## config.mk

```make
export PLATFORM = sky130hd
export DESIGN_NAME = heart_rate_beat_meter
export DESIGN_NICKNAME = d
export VERILOG_FILES = /design/src/rtl/hrbm_pkg.sv /design/src/rtl/hrbm_div.sv /design/src/rtl/hrbm_dp.sv /design/src/rtl/hrbm_ctrl.sv /design/src/rtl/heart_rate_beat_meter.sv
export SDC_FILE = /design/constraint.sdc
export NUM_CORES = 1
export LEC_CHECK = 0
export BUFFER_PORTS_ARGS = -buffer_cell sky130_fd_sc_hd__buf_4
export CAP_MARGIN = 20
export CORE_UTILIZATION = 55
export DETAILED_ROUTE_END_ITERATION = 8
export GPL_TIMING_DRIVEN = 0
export PLACE_DENSITY = 0.77
export SYNTH_ARGS = -nofsm -noshare
export SYNTH_HDL_FRONTEND = slang
export SYNTH_SLANG_ARGS = --single-unit
```

## constraint.sdc

```tcl
create_clock -name clk -period 4.28 [get_ports clk]
set_input_delay 0.214 -clock clk [delete_from_list [all_inputs] [get_ports clk]]
set_output_delay 0.214 -clock clk [all_outputs]
set_load 0.01 [all_outputs]
```

## src/rtl/hrbm_pkg.sv

```systemverilog
// Package for the heart rate beat meter: widths, reset values, register
// indexes and the command/status structs between controller and datapath.
// No dependencies.
`default_nettype none

package hrbm_pkg;

	// Field widths
	localparam int SampleW  = 12;
	localparam int TimeW    = 32;
	localparam int MsW      = 16;
	localparam int RateW    = 8;
	localparam int QuoW     = 16;
	localparam int CfgIdxW  = 3;
	localparam int CfgDataW = 16;
	localparam int InDataW  = 48;
	localparam int OutDataW = 16;

	// Divider: 60000 fits in 16 bits, so 16 restoring steps give the quotient.
	localparam logic [QuoW-1:0] MsPerMinute = 16'd60000;
	localparam int DivSteps = QuoW;
	localparam int DivCntW  = $clog2(DivSteps);

	// Register reset values
	localparam logic [SampleW-1:0] ThresholdRst  = 12'd2048;
	localparam logic [MsW-1:0]     RefractoryRst = 16'd300;
	localparam logic [RateW-1:0]   MinRateRst    = 8'd40;
	localparam logic [RateW-1:0]   MaxRateRst    = 8'd200;
	localparam logic [MsW-1:0]     TimeoutRst    = 16'd3000;

	// Register indexes
	typedef enum logic [CfgIdxW-1:0] {
		CfgBeatThreshold = 3'd0,
		CfgRefractoryMs  = 3'd1,
		CfgMinRate       = 3'd2,
		CfgMaxRate       = 3'd3,
		CfgTimeoutMs     = 3'd4
	} cfg_idx_t;

	// Item kinds carried in tuser
	localparam logic OpSample = 1'b0;
	localparam logic OpReport = 1'b1;

	// Controller to datapath
	typedef struct packed {
		logic load;
		logic start_div;
		logic step_div;
		logic commit;
	} hrbm_cmd_t;

	// Datapath to controller
	typedef struct packed {
		logic need_div;
		logic div_last;
		logic out_free;
	} hrbm_sts_t;

endpackage

`default_nettype wire

```

## src/rtl/hrbm_div.sv

```systemverilog
// Restoring radix-2 divider that computes 60000 / divisor, one bit a step.
// Depends on hrbm_pkg.
`default_nettype none

module hrbm_div (
	input  wire logic                         clk,
	input  wire logic                         arst_n,
	input  wire logic                         start,
	input  wire logic                         step,
	input  wire logic [hrbm_pkg::TimeW-1:0]   divisor,
	output logic      [hrbm_pkg::QuoW-1:0]    quotient,
	output logic                              last
);

	logic [hrbm_pkg::QuoW-1:0]    quo_q;
	logic [hrbm_pkg::QuoW-1:0]    rem_q;
	logic [hrbm_pkg::DivCntW-1:0] cnt_q;
	logic [hrbm_pkg::QuoW:0]      trial;
	logic                         fits;

	// The partial remainder never exceeds the partial dividend, so 16 bits hold it.
	assign trial = {rem_q, quo_q[hrbm_pkg::QuoW-1]};
	assign fits  = {{(hrbm_pkg::TimeW-hrbm_pkg::QuoW-1){1'b0}}, trial} >= divisor;

	always_ff @(posedge clk or negedge arst_n) begin
		if (!arst_n) begin
			cnt_q <= '0;
		end else if (start) begin
			cnt_q <= '0;
		end else if (step) begin
			cnt_q <= cnt_q + 1'b1;
		end
	end

	always_ff @(posedge clk) begin
		if (start) begin
			quo_q <= hrbm_pkg::MsPerMinute;
			rem_q <= '0;
		end else if (step) begin
			if (fits) begin
				rem_q <= trial[hrbm_pkg::QuoW-1:0] - divisor[hrbm_pkg::QuoW-1:0];
			end else begin
				rem_q <= trial[hrbm_pkg::QuoW-1:0];
			end
			quo_q <= {quo_q[hrbm_pkg::QuoW-2:0], fits};
		end
	end

	assign quotient = quo_q;
	assign last     = (cnt_q == hrbm_pkg::DivCntW'(hrbm_pkg::DivSteps - 1));

endmodule

`default_nettype wire

```

## src/rtl/hrbm_dp.sv

```systemverilog
// Datapath of the beat meter: configuration registers, detector state, the
// captured item, the divider and the output register. Depends on hrbm_pkg, hrbm_div.
`default_nettype none

module hrbm_dp (
	input  wire logic                              clk,
	input  wire logic                              arst_n,
	input  wire logic                              cfg_we,
	input  wire logic [hrbm_pkg::CfgIdxW-1:0]      cfg_index,
	input  wire logic [hrbm_pkg::CfgDataW-1:0]     cfg_wdata,
	input  wire logic                              in_op,
	input  wire logic [hrbm_pkg::SampleW-1:0]      in_sample,
	input  wire logic [hrbm_pkg::TimeW-1:0]        in_now,
	input  wire hrbm_pkg::hrbm_cmd_t               cmd,
	output hrbm_pkg::hrbm_sts_t                    sts,
	output logic                                   out_valid,
	input  wire logic                              out_ready,
	output logic [hrbm_pkg::RateW-1:0]             out_rate,
	output logic                                   out_present,
	output logic                                   out_beat,
	output logic                                   out_changed
);

	// Configuration
	logic [hrbm_pkg::SampleW-1:0] thr_q;
	logic [hrbm_pkg::MsW-1:0]     refr_q;
	logic [hrbm_pkg::RateW-1:0]   min_q;
	logic [hrbm_pkg::RateW-1:0]   max_q;
	logic [hrbm_pkg::MsW-1:0]     tmo_q;

	// Detector state
	logic                         above_q;
	logic [hrbm_pkg::TimeW-1:0]   last_q;
	logic [hrbm_pkg::RateW-1:0]   cur_q;
	logic                         lost_q;
	logic [hrbm_pkg::RateW-1:0]   rep_q;

	// Captured item
	logic                         op_q;
	logic [hrbm_pkg::SampleW-1:0] sample_q;
	logic [hrbm_pkg::TimeW-1:0]   now_q;

	logic                         out_valid_q;

	logic [hrbm_pkg::TimeW-1:0]   diff;
	logic                         at_level;
	logic                         accept;
	logic                         need_div;
	logic [hrbm_pkg::QuoW-1:0]    quo;
	logic                         div_last;
	logic                         in_band;
	logic                         timed_out;
	logic [hrbm_pkg::RateW-1:0]   rate_nx;
	logic                         lost_nx;

	always_ff @(posedge clk or negedge arst_n) begin
		if (!arst_n) begin
			thr_q  <= hrbm_pkg::ThresholdRst;
			refr_q <= hrbm_pkg::RefractoryRst;
			min_q  <= hrbm_pkg::MinRateRst;
			max_q  <= hrbm_pkg::MaxRateRst;
			tmo_q  <= hrbm_pkg::TimeoutRst;
		end else if (cfg_we) begin
			unique case (cfg_index)
				hrbm_pkg::CfgBeatThreshold: thr_q  <= cfg_wdata[hrbm_pkg::SampleW-1:0];
				hrbm_pkg::CfgRefractoryMs:  refr_q <= cfg_wdata;
				hrbm_pkg::CfgMinRate:       min_q  <= cfg_wdata[hrbm_pkg::RateW-1:0];
				hrbm_pkg::CfgMaxRate:       max_q  <= cfg_wdata[hrbm_pkg::RateW-1:0];
				hrbm_pkg::CfgTimeoutMs:     tmo_q  <= cfg_wdata;
				default: ;
			endcase
		end
	end

	always_ff @(posedge clk) begin
		if (cmd.load) begin
			op_q     <= in_op;
			sample_q <= in_sample;
			now_q    <= in_now;
		end
	end

	// Time differences wrap modulo 2^32.
	assign diff     = now_q - last_q;
	assign at_level = (sample_q >= thr_q);
	assign accept   = (op_q == hrbm_pkg::OpSample) && !above_q && at_level &&
		(diff >= {{(hrbm_pkg::TimeW-hrbm_pkg::MsW){1'b0}}, refr_q});
	assign need_div = accept && (last_q != '0) && (diff != '0);

	hrbm_div u_div (
		.clk      (clk),
		.arst_n   (arst_n),
		.start    (cmd.start_div),
		.step     (cmd.step_div),
		.divisor  (diff),
		.quotient (quo),
		.last     (div_last)
	);

	assign in_band =
		(quo >= {{(hrbm_pkg::QuoW-hrbm_pkg::RateW){1'b0}}, min_q}) &&
		(quo <= {{(hrbm_pkg::QuoW-hrbm_pkg::RateW){1'b0}}, max_q});

	// An accepted beat moves the last beat time to now, so only a sample
	// without a beat can time out.
	assign timed_out = !accept &&
		(diff > {{(hrbm_pkg::TimeW-hrbm_pkg::MsW){1'b0}}, tmo_q});

	always_comb begin
		rate_nx = cur_q;
		lost_nx = lost_q;
		if (need_div && in_band) begin
			rate_nx = quo[hrbm_pkg::RateW-1:0];
		end
		if (accept) begin
			lost_nx = 1'b0;
		end
		if (timed_out) begin
			rate_nx = '0;
			lost_nx = 1'b1;
		end
	end

	always_ff @(posedge clk or negedge arst_n) begin
		if (!arst_n) begin
			above_q <= 1'b0;
			last_q  <= '0;
			cur_q   <= '0;
			lost_q  <= 1'b1;
			rep_q   <= '0;
		end else if (cmd.commit) begin
			if (op_q == hrbm_pkg::OpReport) begin
				rep_q <= cur_q;
			end else begin
				above_q <= at_level;
				cur_q   <= rate_nx;
				lost_q  <= lost_nx;
				if (accept) begin
					last_q <= now_q;
				end
			end
		end
	end

	always_ff @(posedge clk or negedge arst_n) begin
		if (!arst_n) begin
			out_valid_q <= 1'b0;
		end else if (cmd.commit) begin
			out_valid_q <= 1'b1;
		end else if (out_ready) begin
			out_valid_q <= 1'b0;
		end
	end

	always_ff @(posedge clk) begin
		if (cmd.commit) begin
			if (op_q == hrbm_pkg::OpReport) begin
				out_rate    <= cur_q;
				out_present <= !lost_q;
				out_beat    <= 1'b0;
				out_changed <= (cur_q != rep_q);
			end else begin
				out_rate    <= rate_nx;
				out_present <= !lost_nx;
				out_beat    <= accept;
				out_changed <= 1'b0;
			end
		end
	end

	assign out_valid     = out_valid_q;
	assign sts.need_div  = need_div;
	assign sts.div_last  = div_last;
	assign sts.out_free  = !out_valid_q || out_ready;

endmodule

`default_nettype wire

```

## src/rtl/hrbm_ctrl.sv

```systemverilog
// Controller of the beat meter: sequences accept, evaluate, divide and commit.
// Depends on hrbm_pkg.
`default_nettype none

module hrbm_ctrl (
	input  wire logic                  clk,
	input  wire logic                  arst_n,
	input  wire logic                  in_valid,
	output logic                       in_ready,
	input  wire hrbm_pkg::hrbm_sts_t   sts,
	output hrbm_pkg::hrbm_cmd_t        cmd
);

	typedef enum logic [1:0] {
		StIdle,
		StEval,
		StDivide,
		StCommit
	} state_t;

	state_t state_q;
	logic   ready_q;
	logic   take;

	assign take = in_valid && ready_q;

	always_ff @(posedge clk or negedge arst_n) begin
		if (!arst_n) begin
			state_q <= StIdle;
			ready_q <= 1'b1;
		end else begin
			unique case (state_q)
				StIdle: begin
					if (take) begin
						state_q <= StEval;
						ready_q <= 1'b0;
					end
				end
				StEval: begin
					state_q <= sts.need_div ? StDivide : StCommit;
				end
				StDivide: begin
					if (sts.div_last) begin
						state_q <= StCommit;
					end
				end
				StCommit: begin
					if (sts.out_free) begin
						state_q <= StIdle;
						ready_q <= 1'b1;
					end
				end
				default: begin
					state_q <= StIdle;
					ready_q <= 1'b1;
				end
			endcase
		end
	end

	assign in_ready      = ready_q;
	assign cmd.load      = take;
	assign cmd.start_div = (state_q == StEval) && sts.need_div;
	assign cmd.step_div  = (state_q == StDivide);
	assign cmd.commit    = (state_q == StCommit) && sts.out_free;

endmodule

`default_nettype wire

```

## src/rtl/heart_rate_beat_meter.sv

```systemverilog
// Top level of the heart rate beat meter: stream ports, controller and datapath.
// Depends on hrbm_pkg, hrbm_ctrl, hrbm_dp (and hrbm_div below it).
`default_nettype none

// The meter takes one item at a time. A sample item (tuser low) carries a
// 12-bit converter value and a wrapping millisecond timestamp; a rising
// crossing of the threshold that comes at least the refractory time after
// the previous accepted beat is a beat, and 60000 divided by the beat
// interval becomes the rate when it lies inside the min..max band. When
// no beat has been seen for longer than the timeout, the rate drops to
// zero and the signal is reported lost. A report item (tuser high)
// returns the current rate and flags whether it differs from the rate
// returned by the previous report. Every item gives exactly one result.
// An item that needs a new rate passes from acceptance through evaluate,
// the sixteen steps of the radix-2 divider, one quotient bit per cycle,
// and commit into the result register; every other item goes from
// evaluate straight to commit. The input is taken again as soon as the
// result is in the output register, so a finished result may wait there
// while the next item is worked on. Configuration registers are written
// through cfg_we, cfg_index and cfg_wdata; the user must write them only
// while no item is in flight, as the block does not enforce this. Indexes
// 0 to 4 are the threshold, refractory time, minimum rate, maximum rate
// and timeout, and other indexes are ignored.

module heart_rate_beat_meter (
	input  wire logic                              clk,
	input  wire logic                              arst_n,
	input  wire logic                              cfg_we,
	input  wire logic [hrbm_pkg::CfgIdxW-1:0]      cfg_index,
	input  wire logic [hrbm_pkg::CfgDataW-1:0]     cfg_wdata,
	input  wire logic                              s_axis_tvalid,
	output logic                                   s_axis_tready,
	// sample [11:0], now_ms [43:12], zero [47:44]
	input  wire logic [hrbm_pkg::InDataW-1:0]      s_axis_tdata,
	// operation
	input  wire logic                              s_axis_tuser,
	output logic                                   m_axis_tvalid,
	input  wire logic                              m_axis_tready,
	// rate_bpm [7:0], signal_present [8], beat_accepted [9],
	// rate_changed [10], zero [15:11]
	output logic [hrbm_pkg::OutDataW-1:0]          m_axis_tdata
);

	hrbm_pkg::hrbm_cmd_t          cmd;
	hrbm_pkg::hrbm_sts_t          sts;
	logic [hrbm_pkg::RateW-1:0]   out_rate;
	logic                         out_present;
	logic                         out_beat;
	logic                         out_changed;

	// Sequencing of one item at a time.
	hrbm_ctrl u_ctrl (
		.clk      (clk),
		.arst_n   (arst_n),
		.in_valid (s_axis_tvalid),
		.in_ready (s_axis_tready),
		.sts      (sts),
		.cmd      (cmd)
	);

	// Registers, detector state, divider and the result register.
	hrbm_dp u_dp (
		.clk         (clk),
		.arst_n      (arst_n),
		.cfg_we      (cfg_we),
		.cfg_index   (cfg_index),
		.cfg_wdata   (cfg_wdata),
		.in_op       (s_axis_tuser),
		.in_sample   (s_axis_tdata[hrbm_pkg::SampleW-1:0]),
		.in_now      (s_axis_tdata[hrbm_pkg::SampleW +: hrbm_pkg::TimeW]),
		.cmd         (cmd),
		.sts         (sts),
		.out_valid   (m_axis_tvalid),
		.out_ready   (m_axis_tready),
		.out_rate    (out_rate),
		.out_present (out_present),
		.out_beat    (out_beat),
		.out_changed (out_changed)
	);

	// The unused top bits of the result are zero.
	assign m_axis_tdata = {
		{(hrbm_pkg::OutDataW-hrbm_pkg::RateW-3){1'b0}},
		out_changed, out_beat, out_present, out_rate
	};

endmodule

`default_nettype wire

```

Word-level counts from Yosys, hierarchy flattened

Index checks and enable logic that the tools add are counted.

Register bits after elaboration: 206
Input bits: 73
Output and inout bits: 18
Logic and storage cells: 98

$add $sub $neg: 3
Magnitude comparators: 6
Equal/unequal tests: 12
Multiplexer cells: 19
Bitwise gates (word level): 1
Reductions and logical operators: 34

Operators with widths:

| cell                                                                  | number |
|---|---|
| 32-bit nonzero test                                                   | 2 |
| 17-bit by 32-bit >= comparator with 1-bit output                      | 1 |
| 32-bit by 16-bit >= comparator with 1-bit output                      | 1 |
| 32-bit by 16-bit > comparator with 1-bit output                       | 1 |
| 32-bit subtractor                                                     | 1 |
| 8-bit 2-to-1 mux                                                      | 3 |
| 16-bit by 8-bit >= comparator with 1-bit output                       | 1 |
| 16-bit by 8-bit <= comparator with 1-bit output                       | 1 |
| 16-bit 2-to-1 mux                                                     | 1 |
| 16-bit subtractor                                                     | 1 |
| 2-bit AND reduction                                                   | 7 |
| 12-bit >= comparator                                                  | 1 |
| 1-bit logical AND                                                     | 11 |
| 3-bit AND reduction                                                   | 3 |
| 1-bit 2-to-1 mux                                                      | 8 |
| 4-bit 2-to-1 mux                                                      | 2 |
| 8-bit != test                                                         | 1 |
| 2-bit one-hot mux with 4 select lines                                 | 1 |
| 3-bit by 2-bit equality test with 1-bit output, second input constant | 2 |
| 2-bit 2-to-1 mux                                                      | 3 |
| 2-bit by 1-bit != test with 1-bit output, second input constant       | 3 |
| 2-bit nonzero test                                                    | 3 |
| 1-bit logical NOT                                                     | 5 |
| 4-bit by 1-bit adder with 4-bit output, second input constant         | 1 |
| 10 further kinds                                                      | 11 |

Longest topological paths before layout

Word-level depth: 10
Mapped depth: 22
Gate-level depth less buffers: 21

Modules after synthesis

A second synthesis with hierarchy kept.

Cells, all modules: 1296
Area total of the unflattened synthesis: 12662.1 um^2

By module, submodules not included:

| module                | times used | cells each | area each (um^2) | sequential area each (um^2) |
|---|---|---|---|---|
| hrbm_dp               | 1          | 957        | 9859.5           | 4481.8 |
| hrbm_div              | 1          | 302        | 2459.9           | 740.7 |
| hrbm_ctrl             | 1          | 28         | 279.0            | 76.3 |
| heart_rate_beat_meter | 1          | 9          | 63.8             | 0.0 |

Least setup slack after synthesis

No wires, ideal clock.

Path kind: register to register
From: register u_dp.now_q[0] (netlist bit)
To: register u_dp.out_rate[0] (netlist bit) (data pin)
Library setup time: 264 ps
Data arrival time: 4490 ps
Required time: 4016 ps
Slack: -474 ps
Stages on the path, launching flop included: 19
Buffers on the path: 0
Period minus slack after synthesis: 4754 ps
Cells stage by stage: edfxtp_1 > inv_1 > ha_1 > inv_1 > fa_1 > a211o_1 > a211oi_4 > nor4_1 > or2_2 > xnor2_1 > ha_1 > a2111oi_0 > a21o_1 > o311ai_0 > or4b_1 > nor4_4 > nor2_1 > nor3_4 > nor2_1

Cells in the longest elaborated chain, start to end: 9
Elaborated cells between the ends (all ways): 13
Those cells by class: add/sub (1); order compare (2); mux (3); reduce/logical (7)

RTL lines:

| item                                             | line           | text |
|---|---|---|
| from (decl)                                      | hrbm_dp.sv:41  | `logic [hrbm_pkg::TimeW-1:0] now_q;` |
| from (signal assigned)                           | hrbm_dp.sv:79  | `now_q <= in_now;` |
| 32-bit subtractor (*)                            | hrbm_dp.sv:84  | `assign diff = now_q - last_q;` |
| 32-bit by 16-bit >= comparator with 1-bit output | hrbm_dp.sv:87  | `(diff >= {{(hrbm_pkg::TimeW-hrbm_pkg::MsW){1'b0}}, refr_q});` |
| 1-bit logical AND                                | hrbm_dp.sv:86  | `assign accept = (op_q == hrbm_pkg::OpSample) && !above_q && at_level &&` |
| 1-bit logical AND (2 in series)                  | hrbm_dp.sv:88  | `assign need_div = accept && (last_q != '0) && (diff != '0);` |
| 1-bit logical AND                                | hrbm_dp.sv:112 | `if (need_div && in_band) begin` |
| 8-bit 2-to-1 mux                                 | hrbm_dp.sv:112 |  |
| 8-bit 2-to-1 mux (*)                             | hrbm_dp.sv:118 | `if (timed_out) begin` |
| 8-bit 2-to-1 mux (*)                             | hrbm_dp.sv:157 | `if (op_q == hrbm_pkg::OpReport) begin` |
| to (signal assigned)                             | hrbm_dp.sv:158 | `out_rate <= cur_q;` |
| to (signal assigned)                             | hrbm_dp.sv:163 | `out_rate <= rate_nx;` |
| to (decl)                                        | hrbm_dp.sv:18  | `output logic [hrbm_pkg::RateW-1:0] out_rate,` |

Mark *: on every way between the ends. The rest lies on a longest branch, timed or not.
A chain may end at the register's enable or synchronous reset.

Worst setup path after layout

From: register u_dp.now_q[0] (netlist bit)
To: register u_dp.cur_q[0] (netlist bit)

Cells in the longest elaborated chain, start to end: 9
Elaborated cells between the ends (all ways): 13
Those cells by class: add/sub (1); order compare (2); mux (3); reduce/logical (7)

RTL lines:

| item                                             | line           | text |
|---|---|---|
| 32-bit subtractor (*)                            | hrbm_dp.sv:84  |  |
| 32-bit by 16-bit >= comparator with 1-bit output | hrbm_dp.sv:87  |  |
| 1-bit logical AND                                | hrbm_dp.sv:86  |  |
| 1-bit logical AND (2 in series)                  | hrbm_dp.sv:88  |  |
| 1-bit logical AND                                | hrbm_dp.sv:112 |  |
| 8-bit 2-to-1 mux                                 | hrbm_dp.sv:112 |  |
| 8-bit 2-to-1 mux (*)                             | hrbm_dp.sv:118 |  |
| 8-bit 2-to-1 mux (*)                             | -              |  |
| to (signal assigned)                             | hrbm_dp.sv:136 | `cur_q <= rate_nx;` |
| to (decl)                                        | hrbm_dp.sv:34  | `logic [hrbm_pkg::RateW-1:0] cur_q;` |

Marked as above.

==> out/results.ini <==
[status]
status = finished, violations left
failed_checks = setup timing

[sta]
clock.fmax_mhz = 202.4
min_period_ns = 4.941
worst_clock_skew_ns = 0.01626
final_max_slew_viol_count = 0
transition_time_of_the_tightest_slew_check_pin_ns = 0.7520
setup_total_negative_slack_ns = -45.02
final_count_of_hold_timing_violations = 0
final_critical_path_setup_slack_ns = -0.6615
rsz0062_at_grt = yes
maxSlewHeadroom = 0.4986
min_period_over_period = 1.155
report.final.setup_viol = 88

[global_route]
grt_overflow_total = 0
grt_first_pass_wirelength_um = 54510
grt_antenna_before_repair = 0
first_global_vias = 11090
grt_use_total = 0.2884
largest_net_degree_at_the_start_of_global_routing = 67

[route]
postRouteWirelength_um = 34160
via_density_per_instance = 5.909
detail_route.wl_per_cell_um = 18.45
drt_drc_violations_left = 0
detailedRoute.firstPassIterationCount = 5
final_antenna_net_count = 0
num_vias = 10940
drt_iter0_drc = 641

[hold_path]
whs_path_depth = 4
timing.hold.worst.class = in -> reg
hold_end = u_dp.thr_q[11]$_DFFE_PN1P_
min_from = cfg_index[0]

[finish]
post_layout_nonfiller_instances = 1852
final-seq-area_um2 = 5300
finish.net_count = 1744
fillerInstances = 1524
drive_gt1_frac = 0.2354
num_antenna_cells = 0
multiInputGateArea_um2 = 7128
flow.area_growth_from_synthesis_pct = 30.36

[critical_path]
endpoint_kind = flip-flop
timing.critical_path.fanout_max = 8
cp_slowest_cell = or4b_4
crit_arrival_ns = 5.34
timing_worst_setup_path_type = reg -> reg
timing.critical_path.mode_cell = nor4_4
crit_chain = inv_1 -> ha_2 -> inv_2 -> fa_2 -> a211o_1 -> a211oi_4 -> buf_6 -> nor4_4 -> or2_4 -> xnor2_4 -> ha_4 -> a2111oi_4 -> a21o_1 -> o311ai_4 -> or4b_4 -> nor4_4 -> buf_4 -> nor2_4 -> buf_12 -> o22ai_4 -> o21ai_1
worst_setup_path_start_kind = flip-flop
worst_path_largest_cell_delay_ns = 0.60
cp_top_family = compound AO/OA/AOI/OAI gates
rrSetupSlack_ns = -0.66
required_ns = 4.68
reg2reg_to = u_dp.cur_q[0]$_DFFE_PN0P_
critical_path.n_buffers_inverters = 5
r2r_depth = 21
worst_r2r_startpoint = u_dp.now_q[0]$_DFFE_PP_

[yosys]
post_synth_num_cell_types = 89
mean_area_per_synthesized_cell_um2 = 9.499
synthDominantAreaCellType = dfrtp_1
register_area_share_after_synthesis = 0.4210
ys_seq_elements = 206
syn_inst = 1325
ys_top_cells_by_area = dfrtp_1 20%, edfxtp_1 13%, ha_1 11%
synth-edff-count = 56
postSynth.asyncResetShare = 0.5728
synthFlopType = dfrtp_1
netlist_area_um2 = 12590
area_share_of_the_largest_cell_type_after_synthesis = 0.1968
ys_warn_count = 0

[floorplanning]
die_area_um2 = 23490
io_count = 91
floorplan.die.width_um = 153.3
floorplan.rows = 54
die_h_um = 153.3
core_area_um2 = 22160
initial_util = 0.5679

[clocking]
clk_pin_slew_worst_paths_ns = 0.06
cts.sink_count = 206
insertion_delay_ns = 0.54
numCtsBuffers = 23
cts_max_path_bufs = 3
cts_htree_levels = 1
clk_root_buffer_cell = clkbuf_16
tritoncts = yes

[placed_design]
placedCellCount = 1692
place.port_buffers = 81
detailed_place_hpwl_um = 22550
globalplace.congestion = 0.8794

[pwr]
power.leakage_nw = 7.286
ir_worst_vdd_v = 0.0006654
power.density_cell_area_nw_per_um2 = 866.6

[run]
maxcap_viol_count = 0

stage by stage:
step | hold slack, ns | utilization | total power [W] | setup slack, ns | cell area [µm²]
3_3_place_gp | 0.3919 | 0.6150 | 0.01004 | -1.180 | 13630
4_1_cts | 0.03090 | 0.7262 | 0.01361 | -0.5418 | 16090
5_1_grt | 0.08282 | 0.7403 | 0.01519 | -0.8262 | 16410
2_1_floorplan | -0.08159 | - | 0.008581 | -0.2446 | 12670
3_5_place_dp | 0.2006 | 0.6173 | 0.01033 | -1.221 | 13680
6_report | 0.05992 | 0.7403 | 0.01422 | -0.6615 | 16410
cells in the mapped netlist, drive strengths merged (5+ instances only):
master,number
and2,7
nand4,20
o211ai,10
nor2b,19
or3,7
dfrtp,99
clkbuf,28
xnor2,22
xor2,21
nor2,69
dfxtp,32
nor4,20
nand3,27
mux2i,33
or2,8
a31oi,13
o31ai,9
o31a,8
nand2b,11
a211oi,17
buf,19
o21ai,134
or4,5
a211o,13
edfxtp,56
dfstp,19
ha,114
o2111ai,6
a21oi,55
nand2,152
o21a,15
a21o,26
nor3,20
mux2,14
inv,137
area by class of cell:
type,instances,area share
Sequential cell,206,0.3230
Tap cell,280,0.02135
Clock buffer,28,0.03744
Multi-Input combinational cell,939,0.4345
Timing Repair Buffer,201,0.1155
Buffer,47,0.02402
Inverter,137,0.03134
Clock inverter,14,0.01289
power breakdown:
part           switching [W]  internal, W  total [W]
Combinational        0.00501      0.00390    0.00891
Sequential          0.000440      0.00270    0.00314
Clock               0.000841      0.00133    0.00217
Total                0.00629      0.00793     0.0142
per-layer routing:
layer / wire (µm) / vias up / global-route usage
met5: 0 / - / 0
met4: 1444 / 0 / 0.1337
met3: 2147 / 95 / 0.04707
met2: 16880 / 380 / 0.4929
met1: 13690 / 5289 / 0.3572
li1: - / 5180 / -
cell usage in the layout, fill, tap and decap left out, drive strengths merged, types with 54 or more instances in the layout:
master and n:
nor2 69, inv 139, ha 114, nand2 152
buf 158, dfrtp 99, edfxtp 56, a21oi 55
clkbuf 54, dlygate4sd3 64, o21ai 134
cell families after synthesis:
logic type | synth area share
multiplexers | 0.03877
AO/OA/AOI/OAI | 0.1807
XOR/XNOR | 0.02992
other | 0.0002980
adder cells (fa/ha/maj) | 0.1165
buffers and inverters | 0.06124
flip-flops | 0.4210
AND/OR/NAND/NOR | 0.1515
how the worst max path moves through the flow:
stage	cells after the start	from	slack [ns]	endpoint
after floorplan	18	u_dp.now_q[0]$_DFFE_PP_	-0.24	u_dp.out_rate[0]$_DFFE_PP_
after global placement	20	u_dp.last_q[0]$_DFFE_PN0P_	-1.18	u_dp.last_q[21]$_DFFE_PN0P_
after detailed placement	20	u_dp.last_q[0]$_DFFE_PN0P_	-1.22	u_dp.last_q[12]$_DFFE_PN0P_
after CTS	21	u_dp.now_q[0]$_DFFE_PP_	-0.54	u_dp.out_rate[5]$_DFFE_PP_
after global routing	21	u_dp.now_q[0]$_DFFE_PP_	-0.83	u_dp.cur_q[7]$_DFFE_PN0P_
final	21	u_dp.now_q[0]$_DFFE_PP_	-0.66	u_dp.cur_q[0]$_DFFE_PN0P_
registers in the layout, summed over array words and instances, names as in the netlist, 2 cells and up:
register,count
u_dp.last_q,32
u_dp.u_div.cnt_q,4
u_dp.sample_q,12
u_dp.tmo_q,16
u_dp.now_q,32
u_dp.refr_q,16
u_dp.thr_q,12
u_dp.cur_q,8
u_dp.max_q,8
u_dp.min_q,8
u_dp.rep_q,8
u_dp.out_rate,8
u_ctrl.state_q,2
u_dp.u_div.quotient,16
u_dp.u_div.rem_q,16
worst register-to-register path, delay by kind of cell, from the launching register on:
family,cells,cell delay (ns)
compound gates,7,1.57
xor+xnor,1,0.25
flops,1,0.43
simple gates,5,1.15
buf+inv,5,0.60
fa+ha+maj,3,0.80
timing repair:
item	in CTS	in global routing
pin swaps	55	21
setup endpoints to repair	88	88
gates cloned	7	0
hold endpoints to repair	155	0
resized for setup	112	60
buffers inserted	35	13
hold buffers	64	0
Power figures use the tool's default switching activity.
